[config.mk]
export PLATFORM = sky130hd
export DESIGN_NAME = signed_int_to_text_any_radix_top
export DESIGN_NICKNAME = d
export VERILOG_FILES = /design/src/rtl/sitar_pkg.sv /design/src/rtl/signed_int_to_text_any_radix_top.sv /design/src/rtl/sitar_ctrl.sv /design/src/rtl/sitar_datapath.sv
export VERILOG_INCLUDE_DIRS = /design/src /design/src/rtl
export SDC_FILE = /design/constraint.sdc
export NUM_CORES = 1
export LEC_CHECK = 0
export BUFFER_PORTS_ARGS = -buffer_cell sky130_fd_sc_hd__buf_2
export CORE_UTILIZATION = 53
export CTS_CLUSTER_DIAMETER = 100
export DETAILED_ROUTE_END_ITERATION = 8
export PLACE_DENSITY = 0.72
export SLEW_MARGIN = 10
export SYNTH_ARGS = -nofsm -noshare
export SYNTH_HDL_FRONTEND = slang
export SYNTH_HIERARCHICAL = 1
export SYNTH_SLANG_ARGS = --single-unit
export TNS_END_PERCENT = 30
[constraint.sdc]
create_clock -name clk -period 9.7 [get_ports clk]
set_input_delay 0.97 -clock clk [delete_from_list [all_inputs] [get_ports clk]]
set_output_delay 0.97 -clock clk [all_outputs]
set_load 0.02 [all_outputs]
[src/rtl/assert_macros.svh]
// Assertion macros shared by the RTL files.
`ifndef ASSERT_MACROS_SVH
`define ASSERT_MACROS_SVH

// Same-cycle implication, checked at every rising edge outside reset.
`define ASSERT_IMPL(lbl, clk, rst, ante, cons) \
  lbl: assert property (@(posedge clk) disable iff (rst) (ante) |-> (cons)) \
    else $error("Same-cycle check failed.");

// Next-cycle implication, checked at every rising edge outside reset.
`define ASSERT_NEXT(lbl, clk, rst, ante, cons) \
  lbl: assert property (@(posedge clk) disable iff (rst) (ante) |=> (cons)) \
    else $error("Next-cycle check failed.");

`endif

[src/rtl/sitar_pkg.sv]
// Shared types, constants and the digit-to-character function.
package sitar_pkg;

  localparam int DIGIT_BITS    = 6;
  // Quotient bits produced by the divider in one cycle.
  localparam int BITS_PER_STEP = 4;

  localparam logic [DIGIT_BITS-1:0] RADIX_MIN   = 6'd2;
  localparam logic [DIGIT_BITS-1:0] RADIX_MAX   = 6'd36;
  localparam logic [DIGIT_BITS-1:0] RADIX_RESET = 6'd10;
  localparam logic [7:0]            MINUS_CHAR  = 8'h2D;
  localparam logic [7:0]            NUL_CHAR    = 8'h00;

  // Commands from the controller to the datapath.
  typedef struct packed {
    logic load;
    logic div_step;
    logic store;
    logic emit_sign;
    logic emit_digit;
    logic emit_nul;
  } cmd_t;

  // Status from the datapath to the controller.
  typedef struct packed {
    logic radix_ok;
    logic div_last;
    logic q_zero;
    logic neg;
    logic ptr_zero;
  } status_t;

  // Digits 0..9 map to '0'..'9', digits 10..35 to 'a'..'z'.
  function automatic logic [7:0] digit_char(input logic [DIGIT_BITS-1:0] d);
    logic [7:0] ext;
    ext = {2'b00, d};
    if (d < 6'd10) begin
      return 8'h30 + ext;
    end else begin
      return 8'h61 + ext - 8'd10;
    end
  endfunction

endpackage

[src/rtl/signed_int_to_text_any_radix_top.sv]
// Top level: signed integer to text in radix 2..36, with the register port.
//
//   Channel   Ports                                    Handshake
//   input     start, busy, number                      taken when start && !busy
//   result    char_valid, text_char, is_last           one beat per cycle, no stall
//   config    psel, penable, pwrite, paddr, pwdata,    APB write, radix at 0x0
//             prdata, pready
//
// An item keeps busy high while the divider, which yields 4 quotient bits per cycle
// and one digit per pass, produces every digit, and while the digits are emitted.
// A bad radix gives only the terminator beat, in the cycle after start; busy stays low.
// Reset is synchronous and returns the radix to 10 and the controller to idle.
// The receiver cannot stall; each beat is valid for exactly one cycle.
`include "assert_macros.svh"

module signed_int_to_text_any_radix_top
  import sitar_pkg::*;
#(
  parameter int VALUE_BITS = 32
) (
  input  logic                         clk,
  input  logic                         rst,
  input  logic                         start,
  output logic                         busy,
  input  logic signed [VALUE_BITS-1:0] number,
  output logic [7:0]                   text_char,
  output logic                         is_last,
  output logic                         char_valid,
  input  logic                         psel,
  input  logic                         penable,
  input  logic                         pwrite,
  input  logic [2:0]                   paddr,
  input  logic [31:0]                  pwdata,
  output logic [31:0]                  prdata,
  output logic                         pready
);

  logic [DIGIT_BITS-1:0] radix;
  logic                  reg_sel;
  logic                  wr_en;
  cmd_t                  cmd;
  status_t               status;

  // Register port: one register, the radix, at byte address 0.
  assign pready  = 1'b1;
  assign reg_sel = (paddr[2] == 1'b0);
  assign wr_en   = psel && penable && pwrite && pready && reg_sel;
  assign prdata  = reg_sel ? {{(32 - DIGIT_BITS){1'b0}}, radix} : 32'h0;

  always_ff @(posedge clk) begin
    if (rst) begin
      radix <= RADIX_RESET;
    end else if (wr_en) begin
      radix <= pwdata[DIGIT_BITS-1:0];
    end
  end

  sitar_ctrl u_ctrl (
    .clk    (clk),
    .rst    (rst),
    .start  (start),
    .status (status),
    .cmd    (cmd),
    .busy   (busy)
  );

  sitar_datapath #(
    .VALUE_BITS (VALUE_BITS)
  ) u_datapath (
    .clk        (clk),
    .rst        (rst),
    .number     (number),
    .radix      (radix),
    .cmd        (cmd),
    .status     (status),
    .text_char  (text_char),
    .is_last    (is_last),
    .char_valid (char_valid)
  );

  // A bad radix answers with the terminator alone on the next cycle.
  `ASSERT_NEXT(a_bad_radix_nul, clk, rst, start && !busy && !status.radix_ok, char_valid && is_last && (text_char == NUL_CHAR))
  // A good radix starts a conversion.
  `ASSERT_NEXT(a_good_radix_busy, clk, rst, start && !busy && status.radix_ok, busy)
  // The terminator beat leaves the block ready for the next item.
  `ASSERT_IMPL(a_last_idle, clk, rst, char_valid && is_last, !busy)
  // Every other character beat comes while the conversion is still running.
  `ASSERT_IMPL(a_char_busy, clk, rst, char_valid && !is_last, busy)

endmodule

[src/rtl/sitar_ctrl.sv]
// Controller state machine that sequences division, digit storage and output.
module sitar_ctrl
  import sitar_pkg::*;
(
  input  logic    clk,
  input  logic    rst,
  input  logic    start,
  input  status_t status,
  output cmd_t    cmd,
  output logic    busy
);

  localparam logic [2:0] S_IDLE  = 3'd0;
  localparam logic [2:0] S_DIV   = 3'd1;
  localparam logic [2:0] S_STORE = 3'd2;
  localparam logic [2:0] S_SIGN  = 3'd3;
  localparam logic [2:0] S_RD    = 3'd4;
  localparam logic [2:0] S_EMIT  = 3'd5;
  localparam logic [2:0] S_NUL   = 3'd6;

  logic [2:0] state;
  logic [2:0] state_next;

  // State register.
  always_ff @(posedge clk) begin
    if (rst) begin
      state <= S_IDLE;
    end else begin
      state <= state_next;
    end
  end

  // Next state and command decode.
  always_comb begin
    state_next = state;
    cmd        = '0;
    unique case (state)
      S_IDLE: begin
        if (start) begin
          if (status.radix_ok) begin
            cmd.load   = 1'b1;
            state_next = S_DIV;
          end else begin
            // A bad radix gives only the terminator, straight from idle.
            cmd.emit_nul = 1'b1;
          end
        end
      end
      S_DIV: begin
        cmd.div_step = 1'b1;
        if (status.div_last) begin
          state_next = S_STORE;
        end
      end
      S_STORE: begin
        cmd.store = 1'b1;
        if (status.q_zero) begin
          state_next = status.neg ? S_SIGN : S_RD;
        end else begin
          state_next = S_DIV;
        end
      end
      S_SIGN: begin
        // The sign beat also covers the first digit read.
        cmd.emit_sign = 1'b1;
        state_next    = S_EMIT;
      end
      S_RD: begin
        state_next = S_EMIT;
      end
      S_EMIT: begin
        cmd.emit_digit = 1'b1;
        if (status.ptr_zero) begin
          state_next = S_NUL;
        end
      end
      S_NUL: begin
        cmd.emit_nul = 1'b1;
        state_next   = S_IDLE;
      end
      default: begin
        state_next = S_IDLE;
      end
    endcase
  end

  assign busy = (state != S_IDLE);

endmodule

[src/rtl/sitar_datapath.sv]
// Datapath: magnitude, iterative divider, digit memory and output registers.
module sitar_datapath
  import sitar_pkg::*;
#(
  parameter int VALUE_BITS = 32
) (
  input  logic                         clk,
  input  logic                         rst,
  input  logic signed [VALUE_BITS-1:0] number,
  input  logic [DIGIT_BITS-1:0]        radix,
  input  cmd_t                         cmd,
  output status_t                      status,
  output logic [7:0]                   text_char,
  output logic                         is_last,
  output logic                         char_valid
);

  localparam int NSTEP    = (VALUE_BITS + BITS_PER_STEP - 1) / BITS_PER_STEP;
  localparam int PAD_BITS = NSTEP * BITS_PER_STEP;
  localparam int STEP_W   = $clog2(NSTEP);
  localparam int IDX_W    = $clog2(VALUE_BITS);
  localparam int CNT_W    = $clog2(VALUE_BITS + 1);

  logic [VALUE_BITS-1:0] raw;
  logic [VALUE_BITS-1:0] mag;
  logic [PAD_BITS-1:0]   quot;
  logic [DIGIT_BITS-1:0] rem;
  logic [STEP_W-1:0]     step;
  logic                  neg;
  logic [CNT_W-1:0]      count;
  logic [IDX_W-1:0]      ptr;
  logic [IDX_W-1:0]      ptr_next;
  logic [DIGIT_BITS-1:0] rd_data;
  logic [PAD_BITS-1:0]   div_quot;
  logic [DIGIT_BITS-1:0] div_rem;
  logic [DIGIT_BITS-1:0] digit_mem [VALUE_BITS];

  // Magnitude of the two's complement input; the most negative value maps exactly.
  assign raw = $unsigned(number);
  assign mag = raw[VALUE_BITS-1] ? (~raw + {{(VALUE_BITS-1){1'b0}}, 1'b1}) : raw;

  // Restoring division, BITS_PER_STEP quotient bits per cycle, quotient shifted in place.
  always_comb begin
    logic [DIGIT_BITS:0] r_w;
    logic [PAD_BITS-1:0] q_w;
    r_w = {1'b0, rem};
    q_w = quot;
    for (int k = 0; k < BITS_PER_STEP; k++) begin
      r_w = {r_w[DIGIT_BITS-1:0], q_w[PAD_BITS-1]};
      q_w = {q_w[PAD_BITS-2:0], 1'b0};
      if (r_w >= {1'b0, radix}) begin
        r_w    = r_w - {1'b0, radix};
        q_w[0] = 1'b1;
      end
    end
    div_quot = q_w;
    div_rem  = r_w[DIGIT_BITS-1:0];
  end

  // Division state: running quotient, remainder and step counter.
  always_ff @(posedge clk) begin
    if (rst) begin
      quot  <= '0;
      rem   <= '0;
      step  <= '0;
      neg   <= 1'b0;
      count <= '0;
    end else begin
      if (cmd.load) begin
        quot  <= PAD_BITS'(mag);
        rem   <= '0;
        step  <= '0;
        neg   <= raw[VALUE_BITS-1];
        count <= '0;
      end else if (cmd.div_step) begin
        quot <= div_quot;
        rem  <= div_rem;
        step <= step + 1'b1;
      end else if (cmd.store) begin
        rem   <= '0;
        step  <= '0;
        count <= count + 1'b1;
      end
    end
  end

  // Read pointer walks the stored digits from the most significant down.
  always_comb begin
    priority if (cmd.store) begin
      ptr_next = count[IDX_W-1:0];
    end else if (cmd.emit_digit) begin
      ptr_next = ptr - 1'b1;
    end else begin
      ptr_next = ptr;
    end
  end

  always_ff @(posedge clk) begin
    if (rst) begin
      ptr <= '0;
    end else begin
      ptr <= ptr_next;
    end
  end

  // Digit memory: one write port, one registered read port.
  always_ff @(posedge clk) begin
    if (cmd.store) begin
      digit_mem[count[IDX_W-1:0]] <= rem;
    end
    rd_data <= digit_mem[ptr_next];
  end

  // Output beat registers.
  always_ff @(posedge clk) begin
    if (rst) begin
      char_valid <= 1'b0;
    end else begin
      char_valid <= cmd.emit_sign | cmd.emit_digit | cmd.emit_nul;
    end
  end

  // Character and last flag hold their value between beats.
  always_ff @(posedge clk) begin
    if (cmd.emit_sign) begin
      text_char <= MINUS_CHAR;
      is_last   <= 1'b0;
    end else if (cmd.emit_digit) begin
      text_char <= digit_char(rd_data);
      is_last   <= 1'b0;
    end else if (cmd.emit_nul) begin
      text_char <= NUL_CHAR;
      is_last   <= 1'b1;
    end
  end

  // Status back to the controller.
  assign status.radix_ok = (radix >= RADIX_MIN) && (radix <= RADIX_MAX);
  assign status.div_last = (step == STEP_W'(NSTEP - 1));
  assign status.q_zero   = (quot == '0);
  assign status.neg      = neg;
  assign status.ptr_zero = (ptr == '0);

endmodule
==> results.sh, run 1 <==
export IMPL_synth_area_leaders="sky130_fd_sc_hd__edfxtp_1 43%, sky130_fd_sc_hd__dfxtp_1 12%, sky130_fd_sc_hd__mux4_2 8.1%"
export IMPL_grt_busiest_layer="met2"
export IMPL_timing_setup_critical_path_class="register to register"
export IMPL_insertion_delay_ns=0.54
export IMPL_htree_num_levels=1
export IMPL_filler_cell_count=1873
export IMPL_y_dimension_of_the_die_um=160
export IMPL_yosysWarnings=6
export IMPL_grt_first_pass_wirelength_um=43500
export IMPL_drt_drc_violations_left=0
export IMPL_dr_total_vias=8359
export IMPL_worst_hold_startpoint="radix[5]"
export IMPL_drive_above_1_share=0.183
export IMPL_final_min_clock_period_ns=8.45
export IMPL_max_freq_ghz=0.118
export IMPL_cap_viol_max_count=0
export IMPL_gr_usage_met1=0.282
export IMPL_clock_tree_root_cell="sky130_fd_sc_hd__clkbuf_16"
export IMPL_cts_made_buffers=28
export IMPL_insertedDiodeCount=0
export IMPL_critical_path_endpoint_type="register"
export IMPL_list_of_most_frequent_post_synthesis_cells="192 x sky130_fd_sc_hd__edfxtp_1, 94 x sky130_fd_sc_hd__nor2_1, 77 x sky130_fd_sc_hd__dfxtp_1"
export IMPL_grt_antenna_before_repair=1
export IMPL_cp_data_arrival_time_ns=8.88
export IMPL_yosys_cell_types_count=67
export IMPL_tritoncts_num_sinks=269
export IMPL_power_density_cell_area_nw_per_um2=242
export IMPL_layout_area_overhead_vs_synth_pct=10.6
export IMPL_synthesis_instances=1045
export IMPL_global_route_usage_total=0.213
export IMPL_ant_nets=0
export IMPL_setup_viol=0
export IMPL_hold_path_end="radix[5]"
export IMPL_cts_hold_buf=0
export IMPL_min_period_over_period=0.871
export IMPL_cts_clk_slew_worst_paths_ns=0.07
export IMPL_outcome="completed"
export IMPL_drtIter0Drc=593
export IMPL_hold_path_cell_count=2
export IMPL_detailed_place_hpwl_um=17500
export IMPL_groute_layer_met3_usage=0.0268
export IMPL_worst_slew_pin_transition_ns=0.856
export IMPL_edff_count_synth=192
export IMPL_post_cts_buffers=0
export IMPL_grt_ovfl_total=0
export IMPL_final_net_count=1210
export IMPL_critical_path_required_ns=10.13
export IMPL_synth_top_flop_cell="sky130_fd_sc_hd__edfxtp_1"
export IMPL_cpPeakStageDelay_ns=0.56
export IMPL_rsz0062_at_grt="false"
export IMPL_dieArea_um2=25700
export IMPL_r2r_cells=34
export IMPL_grt_max_degree=75
export IMPL_syn_cell_area_um2=13300
export IMPL_syn_area_per_cell_um2=12.7
export IMPL_min_path_type="register to register"
export IMPL_yosysTopAreaCellShare=0.435
export IMPL_firstDrtPassIters=5
export IMPL_start_util=0.542
export IMPL_floorplan_rows=57
export IMPL_flop_and_latch_count_out_of_synthesis=269
export IMPL_tritoncts="yes"
export IMPL_worst_r2r_setup_slack_ns=1.25
export IMPL_fp_coreArea_um2=24500
export IMPL_worstPathMaxFanout=8
export IMPL_ys_async_sr_fraction=0
export IMPL_design_power_total_mw=3.54
export IMPL_vias_per_cell=5.80
export IMPL_leakage_dissipation_nw=5.37
export IMPL_routabilityCongestion=0.848
export IMPL_cpMaxStageDelayCell="sky130_fd_sc_hd__dfxtp_1"
export IMPL_report_final_hold_viol_count=0
export IMPL_synth_largest_area_cell="sky130_fd_sc_hd__edfxtp_1"
export IMPL_fin_skew_ns=0.0183
export IMPL_synth_most_common_cell="sky130_fd_sc_hd__edfxtp_1"
export IMPL_route_detailed_wl_per_inst_um=18.6
export IMPL_worstSetupStartpointType="register"
export IMPL_reg2reg_from="radix[1]"
export IMPL_worstReg2RegEnd="u_datapath/rem[0]"
export IMPL_worstSetupStartpoint="radix[1]"
export IMPL_maxSlewViolCount=0
export IMPL_slew_headroom=0.429
export IMPL_pin_count=117
export IMPL_place_port_buffers=61
export IMPL_synth_sequential_area_ratio=0.551
export IMPL_finalWirelength_um=26800
export IMPL_setup_total_negative_slack_ns=0
export IMPL_clock_tree_buffer_depth=3
export IMPL_met2_global_route_usage=0.368
export IMPL_irDropWorstVdd_v=0.000240
export IMPL_first_global_vias=8299
export IMPL_chipWidth_um=160
export IMPL_postCtsResizedCells=0
[stage by stage]
| step | hold WS [ns] | instance area, µm² | worst slack, ns | util | std cells |
|---|---|---|---|---|---|
| 2_1_floorplan | 0.451 | 13400 | 2.18 | - | 1070 |
| 3_3_place_gp | 0.476 | 13800 | 1.55 | 0.564 | 1389 |
| 3_5_place_dp | 0.488 | 13800 | 1.37 | 0.564 | 1389 |
| 4_1_cts | 0.497 | 14700 | 1.32 | 0.600 | 1440 |
| 5_1_grt | 0.525 | 14700 | 0.558 | 0.600 | 1440 |
| 6_report | 0.497 | 14700 | 1.25 | 0.600 | 1440 |
[where the power goes]
group	switching (mW)	internal [mW]
clock	0.433	0.572
combinational	0.675	0.524
sequential	0.0385	1.30
[layout make-up]
cell class                 count  area, µm²  area share
sequential                   269       7310       0.498
multi-input combinational    687       5550       0.379
clock buffer                  40        798      0.0544
tap                          324        405      0.0276
timing repair buffer          74        403      0.0275
inverter                      35        131     0.00896
clock inverter                11       68.8     0.00469
[per-layer routing]
layer  share of wire  vias to the layer above
li1                -                     4010
met1            0.43                     4059
met2            0.49                      240
met3           0.053                       48
met4           0.024                        2
met5         0.00045                        -
[cell usage in the layout, fill, tap and decap left out, drive strengths merged, types with 27 or more instances in the layout]
master	netlist	routed
clkbuf	38	40
nand2	36	36
conb	2	27
ha	38	38
a211oi	72	72
mux4	48	48
mux2i	27	27
buf	41	74
a21oi	36	36
xor2	34	34
o21ai	35	35
edfxtp	192	192
nor2b	45	45
nor2	94	94
dfxtp	77	77
inv	35	35
[sequential cells by signal, indices dropped and copies added (netlist names)]
register	flops
u_datapath/quot	32
u_datapath/step	3
u_datapath/digit_mem	192
u_datapath/ptr	5
u_datapath/char_valid	1
u_datapath/rd_data	6
u_datapath/rem	6
u_datapath/text_char	8
u_ctrl/state	3
u_datapath/count	5
u_datapath/neg	1
u_datapath/is_last	1
radix	6
[critical path, delay by kind of cell (launching register included)]
kind,cells,cell delay [ns]
DFF,1,0.56
adders and majority gates,4,1.13
and+or+nand+nor,7,1.11
muxes,2,0.54
buffers and inverters,4,0.52
AOI/OAI and AO/OA,17,4.48
[worst max path at each step]
stage	end	slack, ns
6_report	u_datapath/rem[0]	1.25
5_1_grt	u_datapath/rem[0]	0.56
4_1_cts	u_datapath/rem[0]	1.32
3_5_place_dp	u_datapath/rem[0]	1.37
3_3_place_gp	u_datapath/rem[0]	1.55
2_1_floorplan	u_datapath/rem[0]	2.18
[cell families (layout without fill, tap and decap cells)]
| kind of cell | after synthesis | count (layout) | synth area share |
|---|---|---|---|
| simple gates | 276 | 276 | 0.110 |
| flops | 269 | 269 | 0.551 |
| compound gates | 201 | 201 | 0.107 |
| buf+inv | 114 | 160 | 0.0413 |
| mux | 91 | 91 | 0.116 |
| xor+xnor | 50 | 50 | 0.0330 |
| fa+ha+maj | 42 | 42 | 0.0419 |
| other cells | 2 | 27 | 0.000566 |
(Power assumes the default switching activity.)
==> inputs of run 2 (changes only) <==
--- a/config.mk
+++ b/config.mk
@@ -10,10 +10,10 @@
 export CORE_UTILIZATION = 53
 export CTS_CLUSTER_DIAMETER = 100
 export DETAILED_ROUTE_END_ITERATION = 8
-export PLACE_DENSITY = 0.72
+export PLACE_DENSITY = 0.75
 export SLEW_MARGIN = 10
 export SYNTH_ARGS = -nofsm -noshare
 export SYNTH_HDL_FRONTEND = slang
 export SYNTH_HIERARCHICAL = 1
 export SYNTH_SLANG_ARGS = --single-unit
-export TNS_END_PERCENT = 30
+export TNS_END_PERCENT = 1
==> constraint.sdc (replaced) <==
create_clock -name clk -period 7.7 [get_ports clk]
set_input_delay 0.77 -clock clk [delete_from_list [all_inputs] [get_ports clk]]
set_output_delay 0.77 -clock clk [all_outputs]
set_load 0.02 [all_outputs]
==> run 2 against run 1 <==
Clock skew grew 0.013 ns; die area is the same; first-iteration DRC count shrank 7.4%; global-route usage grew 0.80 points; flip-flop and latch count is the same.
==> results.sh, run 2 (synthesis gave the netlist of run 1 again) <==
export IMPL_cap_viol_max_count=0
export IMPL_cp_data_arrival_time_ns=7.50
export IMPL_slew_headroom=0.390
export IMPL_fp_coreArea_um2=24500
export IMPL_r2r_cells=33
export IMPL_maxSlewViolCount=0
export IMPL_critical_path_endpoint_type="register"
export IMPL_drt_drc_violations_left=0
export IMPL_cts_made_buffers=28
export IMPL_insertedDiodeCount=0
export IMPL_place_port_buffers=61
export IMPL_report_final_hold_viol_count=0
export IMPL_final_common_cell="sky130_fd_sc_hd__edfxtp_1"
export IMPL_start_util=0.542
export IMPL_power_share_clock=0.276
export IMPL_grt_first_pass_wirelength_um=44900
export IMPL_irDropWorstVdd_v=0.000244
export IMPL_grt_max_degree=75
export IMPL_route_detailed_wl_per_inst_um=19.0
export IMPL_first_global_vias=8502
export IMPL_multiInputGateArea_um2=5570
export IMPL_grt_antenna_before_repair=0
export IMPL_rsz0062_at_grt="false"
export IMPL_worstPathMaxFanout=7
export IMPL_largest_register_ffs=192
export IMPL_share_seq_of_total_power=0.377
export IMPL_cpPeakStageDelay_ns=0.41
export IMPL_clock_tree_root_cell="sky130_fd_sc_hd__clkbuf_16"
export IMPL_postLayoutCellArea_um2=14800
export IMPL_firstDrtPassIters=4
export IMPL_final_net_count=1224
export IMPL_detailed_place_hpwl_um=18200
export IMPL_floorplan_rows=57
export IMPL_critical_path_required_ns=8.13
export IMPL_cts_clk_slew_worst_paths_ns=0.06
export IMPL_filler_cell_count=1876
export IMPL_hold_path_cell_count=3
export IMPL_dieArea_um2=25700
export IMPL_cellInternalPower_mw=3.05
export IMPL_worst_r2r_setup_slack_ns=0.63
export IMPL_worstSetupStartpointType="register"
export IMPL_setup_viol=0
export IMPL_vias_per_cell=5.76
export IMPL_timing_setup_critical_path_class="register to register"
export IMPL_drtIter0Drc=549
export IMPL_pre_cts_ws_ns=0.393
export IMPL_dr_total_vias=8380
export IMPL_ant_nets=0
export IMPL_finalWirelength_um=27600
export IMPL_share_comb_of_total_power=0.348
export IMPL_pin_count=117
export IMPL_leakage_dissipation_nw=5.43
export IMPL_htree_num_levels=1
export IMPL_min_path_type="input pin to register"
export IMPL_outcome="completed"
export IMPL_net_switching_power_mw=1.43
export IMPL_layout_area_overhead_vs_synth_pct=11.3
export IMPL_setup_total_negative_slack_ns=0
export IMPL_fin_skew_ns=0.0310
export IMPL_power_switching_share=0.319
export IMPL_min_period_over_period=0.918
export IMPL_layout_common_cells="192 x sky130_fd_sc_hd__edfxtp_1, 93 x sky130_fd_sc_hd__nor2_1, 77 x sky130_fd_sc_hd__dfxtp_1"
export IMPL_final_setup_worst_slack_ns=0.629
export IMPL_regArea_um2=7310
export IMPL_crit_top_cell="sky130_fd_sc_hd__ha_1"
export IMPL_clock_tree_buffer_depth=3
export IMPL_max_freq_ghz=0.141
export IMPL_tritoncts="yes"
export IMPL_dpl_instance_area_um2=13900
export IMPL_routabilityCongestion=0.880
export IMPL_post_cts_buffers=0
export IMPL_global_route_usage_total=0.222
export IMPL_cpMaxStageDelayCell="sky130_fd_sc_hd__a2111oi_4"
export IMPL_insertion_delay_ns=0.54
export IMPL_final_min_clock_period_ns=7.07
export IMPL_power_density_cell_area_nw_per_um2=303
export IMPL_tritoncts_num_sinks=269
export IMPL_chipWidth_um=160
export IMPL_worst_slew_pin_transition_ns=0.911
export IMPL_drive_above_1_share=0.194
export IMPL_grt_ovfl_total=0
export IMPL_worst_hold_slack_ns=0.486
export IMPL_design_power_total_mw=4.48
export IMPL_y_dimension_of_the_die_um=160
==> run 2: cell types whose count changed in the layout (fill, tap and decap cells not counted), moves of 2 or more <==
cell / delta
sky130_fd_sc_hd__buf_4: +14
sky130_fd_sc_hd__clkbuf_8: -3
sky130_fd_sc_hd__clkinv_1: +3
sky130_fd_sc_hd__o21ai_0: -3
sky130_fd_sc_hd__o21ai_1: +3
sky130_fd_sc_hd__a211oi_1: -2
sky130_fd_sc_hd__a211oi_2: +2
==> run 2: what timing repair did <==
action	4_1_cts	5_1_grt
resized for setup	0	6
hold buffers	0	0
endpoints found under the setup margin	0	7
hold endpoints to repair	0	0
==> run 2: final timing paths <==
| path | startpoint | to |
|---|---|---|
| max | radix[4] | u_datapath/rem[0] |
| min | pwdata[2] | radix[2] |
| max reg2reg | radix[4] | u_datapath/rem[0] |
| min reg2reg | radix[2] | radix[2] |
==> run 2: area by class of cell <==
type,count,share of cell area
flip-flops and latches,269,0.495
multi-input cells,687,0.377
clock buffers,34,0.0490
repair buffers,88,0.0344
well taps,324,0.0275
inverters,35,0.00890
clock inverters,17,0.00839
==> run 2: critical path, delay by kind of cell (launching register included) <==
family                   cells  cell delay, ns
flip-flops                   1            0.37
AND/OR/NAND/NOR              5            0.52
AO/OA/AOI/OAI               16            3.19
multiplexers                 4            1.03
adder cells (fa/ha/maj)      4            1.25
buffers and inverters        4            0.57
==> run 2: through the flow <==
| stage | cells | utilization |
|---|---|---|
| finish | 1454 | 0.604 |
| global route | 1454 | 0.604 |
| CTS | 1454 | 0.603 |
| detailed placement | 1403 | 0.568 |
| global placement | 1403 | 0.568 |
| floorplan | 1070 | - |
==> run 2: per-layer routing <==
| layer | GRT usage | part of all wire |
|---|---|---|
| met1 | 0.290 | 0.42 |
| met2 | 0.391 | 0.51 |
| met3 | 0.0226 | 0.045 |
| met4 | 0.0628 | 0.019 |
| met5 | 0 | 0 |
==> run 2: power groups by stage <==
stage	registers [mW]	logic [mW]	clock network (mW)
3_5_place_dp	1.72	1.54	0
4_1_cts	1.69	1.55	1.26
5_1_grt	1.70	1.73	1.32
3_3_place_gp	1.72	1.51	0
2_1_floorplan	1.74	1.16	0
6_report	1.69	1.56	1.23
==> inputs of run 3 (changes only) <==
--- a/config.mk
+++ b/config.mk
@@ -10,7 +10,7 @@
 export CORE_UTILIZATION = 53
 export CTS_CLUSTER_DIAMETER = 100
 export DETAILED_ROUTE_END_ITERATION = 8
-export PLACE_DENSITY = 0.75
+export PLACE_DENSITY = 0.72
 export SLEW_MARGIN = 10
 export SYNTH_ARGS = -nofsm -noshare
 export SYNTH_HDL_FRONTEND = slang
==> constraint.sdc (replaced) <==
create_clock -name clk -period 6.6 [get_ports clk]
set_input_delay 0.66 -clock clk [delete_from_list [all_inputs] [get_ports clk]]
set_output_delay 0.66 -clock clk [all_outputs]
set_load 0.02 [all_outputs]
==> run 3 against run 2 <==
Critical path depth is 1 lower; global-route usage is 0.65 points lower; combinational power rose by 42%; clock-buffer cell count is 2 lower; fmax is 11% higher; via count rose by 1.9%; critical endpoint unchanged; highest routed layer is now met5.
==> results.sh, run 3 (synthesis gave the netlist of run 1 again) <==
export IMPL_multiInputGateArea_um2=5840
export IMPL_clock_tree_buffer_depth=3
export IMPL_final_min_clock_period_ns=6.37
export IMPL_crit_top_cell="sky130_fd_sc_hd__o21a_1"
export IMPL_worst_r2r_setup_slack_ns=0.23
export IMPL_pre_cts_ws_ns=-0.0567
export IMPL_report_final_hold_viol_count=0
export IMPL_tritoncts="yes"
export IMPL_postLayoutCellArea_um2=15400
export IMPL_drtIter0Drc=560
export IMPL_hold_path_end="radix[5]"
export IMPL_timing_setup_critical_path_class="register to register"
export IMPL_floorplan_rows=57
export IMPL_worst_hold_startpoint="pwdata[5]"
export IMPL_min_path_type="input pin to register"
export IMPL_worstReg2RegEnd="u_datapath/rem[0]"
export IMPL_first_global_vias=8286
export IMPL_y_dimension_of_the_die_um=160
export IMPL_outcome="completed"
export IMPL_leakage_dissipation_nw=5.63
export IMPL_dp_cells=1418
export IMPL_pin_count=117
export IMPL_maxSlewViolCount=0
export IMPL_irDropWorstVdd_v=0.000400
export IMPL_max_freq_ghz=0.157
export IMPL_grt_ovfl_total=0
export IMPL_cpPeakStageDelay_ns=0.36
export IMPL_final_setup_worst_slack_ns=0.230
export IMPL_grt_antenna_before_repair=1
export IMPL_setup_viol=0
export IMPL_route_detailed_wl_per_inst_um=18.6
export IMPL_layout_common_cells="192 x sky130_fd_sc_hd__edfxtp_1, 93 x sky130_fd_sc_hd__nor2_1, 69 x sky130_fd_sc_hd__a211oi_1"
export IMPL_finalWirelength_um=27600
export IMPL_place_port_buffers=61
export IMPL_global_route_usage_total=0.215
export IMPL_vias_per_cell=5.75
export IMPL_cts_made_buffers=27
export IMPL_dieArea_um2=25700
export IMPL_detailed_place_hpwl_um=17800
export IMPL_cts_hold_buf=0
export IMPL_chipWidth_um=160
export IMPL_worstPathMaxFanout=6
export IMPL_hold_path_cell_count=3
export IMPL_final_net_count=1255
export IMPL_worstSetupStartpointType="register"
export IMPL_clock_tree_root_cell="sky130_fd_sc_hd__clkbuf_16"
export IMPL_r2r_cells=32
export IMPL_slew_headroom=0.418
export IMPL_cpMaxStageDelayCell="sky130_fd_sc_hd__mux2_2"
export IMPL_routabilityCongestion=0.856
export IMPL_worst_slew_pin_transition_ns=0.872
export IMPL_start_util=0.542
export IMPL_regArea_um2=7320
export IMPL_power_density_cell_area_nw_per_um2=374
export IMPL_grt_first_pass_wirelength_um=43600
export IMPL_cts_clk_slew_worst_paths_ns=0.06
export IMPL_ant_nets=0
export IMPL_critical_path_endpoint_type="register"
export IMPL_insertedDiodeCount=0
export IMPL_reg2reg_from="radix[1]"
export IMPL_fin_skew_ns=0.0269
export IMPL_grt_max_degree=75
export IMPL_filler_cell_count=1795
export IMPL_largest_register_ffs=192
export IMPL_fp_coreArea_um2=24500
export IMPL_dpl_instance_area_um2=14100
export IMPL_insertion_delay_ns=0.54
export IMPL_dr_total_vias=8536
export IMPL_final_common_cell="sky130_fd_sc_hd__edfxtp_1"
export IMPL_cp_data_arrival_time_ns=6.79
export IMPL_min_period_over_period=0.965
export IMPL_htree_num_levels=1
export IMPL_critical_path_required_ns=7.03
export IMPL_cap_viol_max_count=0
export IMPL_finalNonFillerCells=1485
export IMPL_firstDrtPassIters=5
export IMPL_worstSetupStartpoint="radix[1]"
export IMPL_drt_drc_violations_left=0
export IMPL_tritoncts_num_sinks=269
export IMPL_drive_above_1_share=0.256
export IMPL_layout_area_overhead_vs_synth_pct=16.1
==> run 3: cell types whose count changed in the layout (fill, tap and decap cells not counted), sizes merged <==
cell / previous run / this run
bufinv: 1 / 5
clkbuf: 34 / 32
clkinvlp: 1 / 6
clkinv: 15 / 7
buf: 88 / 120
==> run 3: per-stage QoR <==
step / utilization / power (mW) / setup TNS, ns / hold WS [ns]
3_3_place_gp: 0.575 / 3.88 / 0 / 0.476
4_1_cts: 0.620 / 5.60 / 0 / 0.350
6_report: 0.629 / 5.76 / 0 / 0.369
2_1_floorplan: - / 3.40 / 0 / 0.451
5_1_grt: 0.629 / 6.05 / -0.293 / 0.373
3_5_place_dp: 0.575 / 3.92 / -0.257 / 0.498
==> run 3: worst max-delay path: cells and delay by family, from the launching register on <==
| kind | cells | cell delay [ns] |
|---|---|---|
| compound gates | 15 | 2.67 |
| fa+ha+maj | 4 | 1.10 |
| mux | 4 | 1.09 |
| simple gates | 5 | 0.56 |
| buf+inv | 4 | 0.46 |
| flops | 1 | 0.35 |
==> run 3: worst max path at each step <==
stage,slack [ns],cells after the start,end
after floorplan,0.12,33,u_datapath/rem[0]
after global placement,0.06,35,u_datapath/rem[3]
after detailed placement,-0.06,34,u_datapath/rem[0]
after CTS,0.003,34,u_datapath/rem[0]
after global routing,-0.07,33,u_datapath/rem[0]
final,0.23,32,u_datapath/rem[0]
==> run 3: final cells by class <==
type                       count  share of cell area
inverter                      35             0.00878
clock inverter                18              0.0147
tap                          324              0.0263
clock buffer                  32              0.0451
timing repair buffer         120              0.0499
sequential                   269               0.476
multi-input combinational    687               0.380
==> run 3: where the power goes <==
part / switching [mW] / internal [mW]
clock: 0.620 / 0.949
sequential: 0.0584 / 1.91
combinational: 1.13 / 1.10
total: 1.80 / 3.96
==> run 3: what timing repair did <==
action / CTS / global route
gates resized for setup: 19 / 33
pin swaps: 10 / 21
buffers inserted: 13 / 4
setup endpoints to repair: 5 / 7
==> run 3: routing by layer <==
metal  global-route usage  part of all wire  vias to the layer above
met3               0.0268             0.052                       47
met5                    0           0.00036                        -
li1                     -                 -                     4097
met4               0.0667             0.025                        2
met1                0.281              0.42                     4147
met2                0.374              0.50                      243
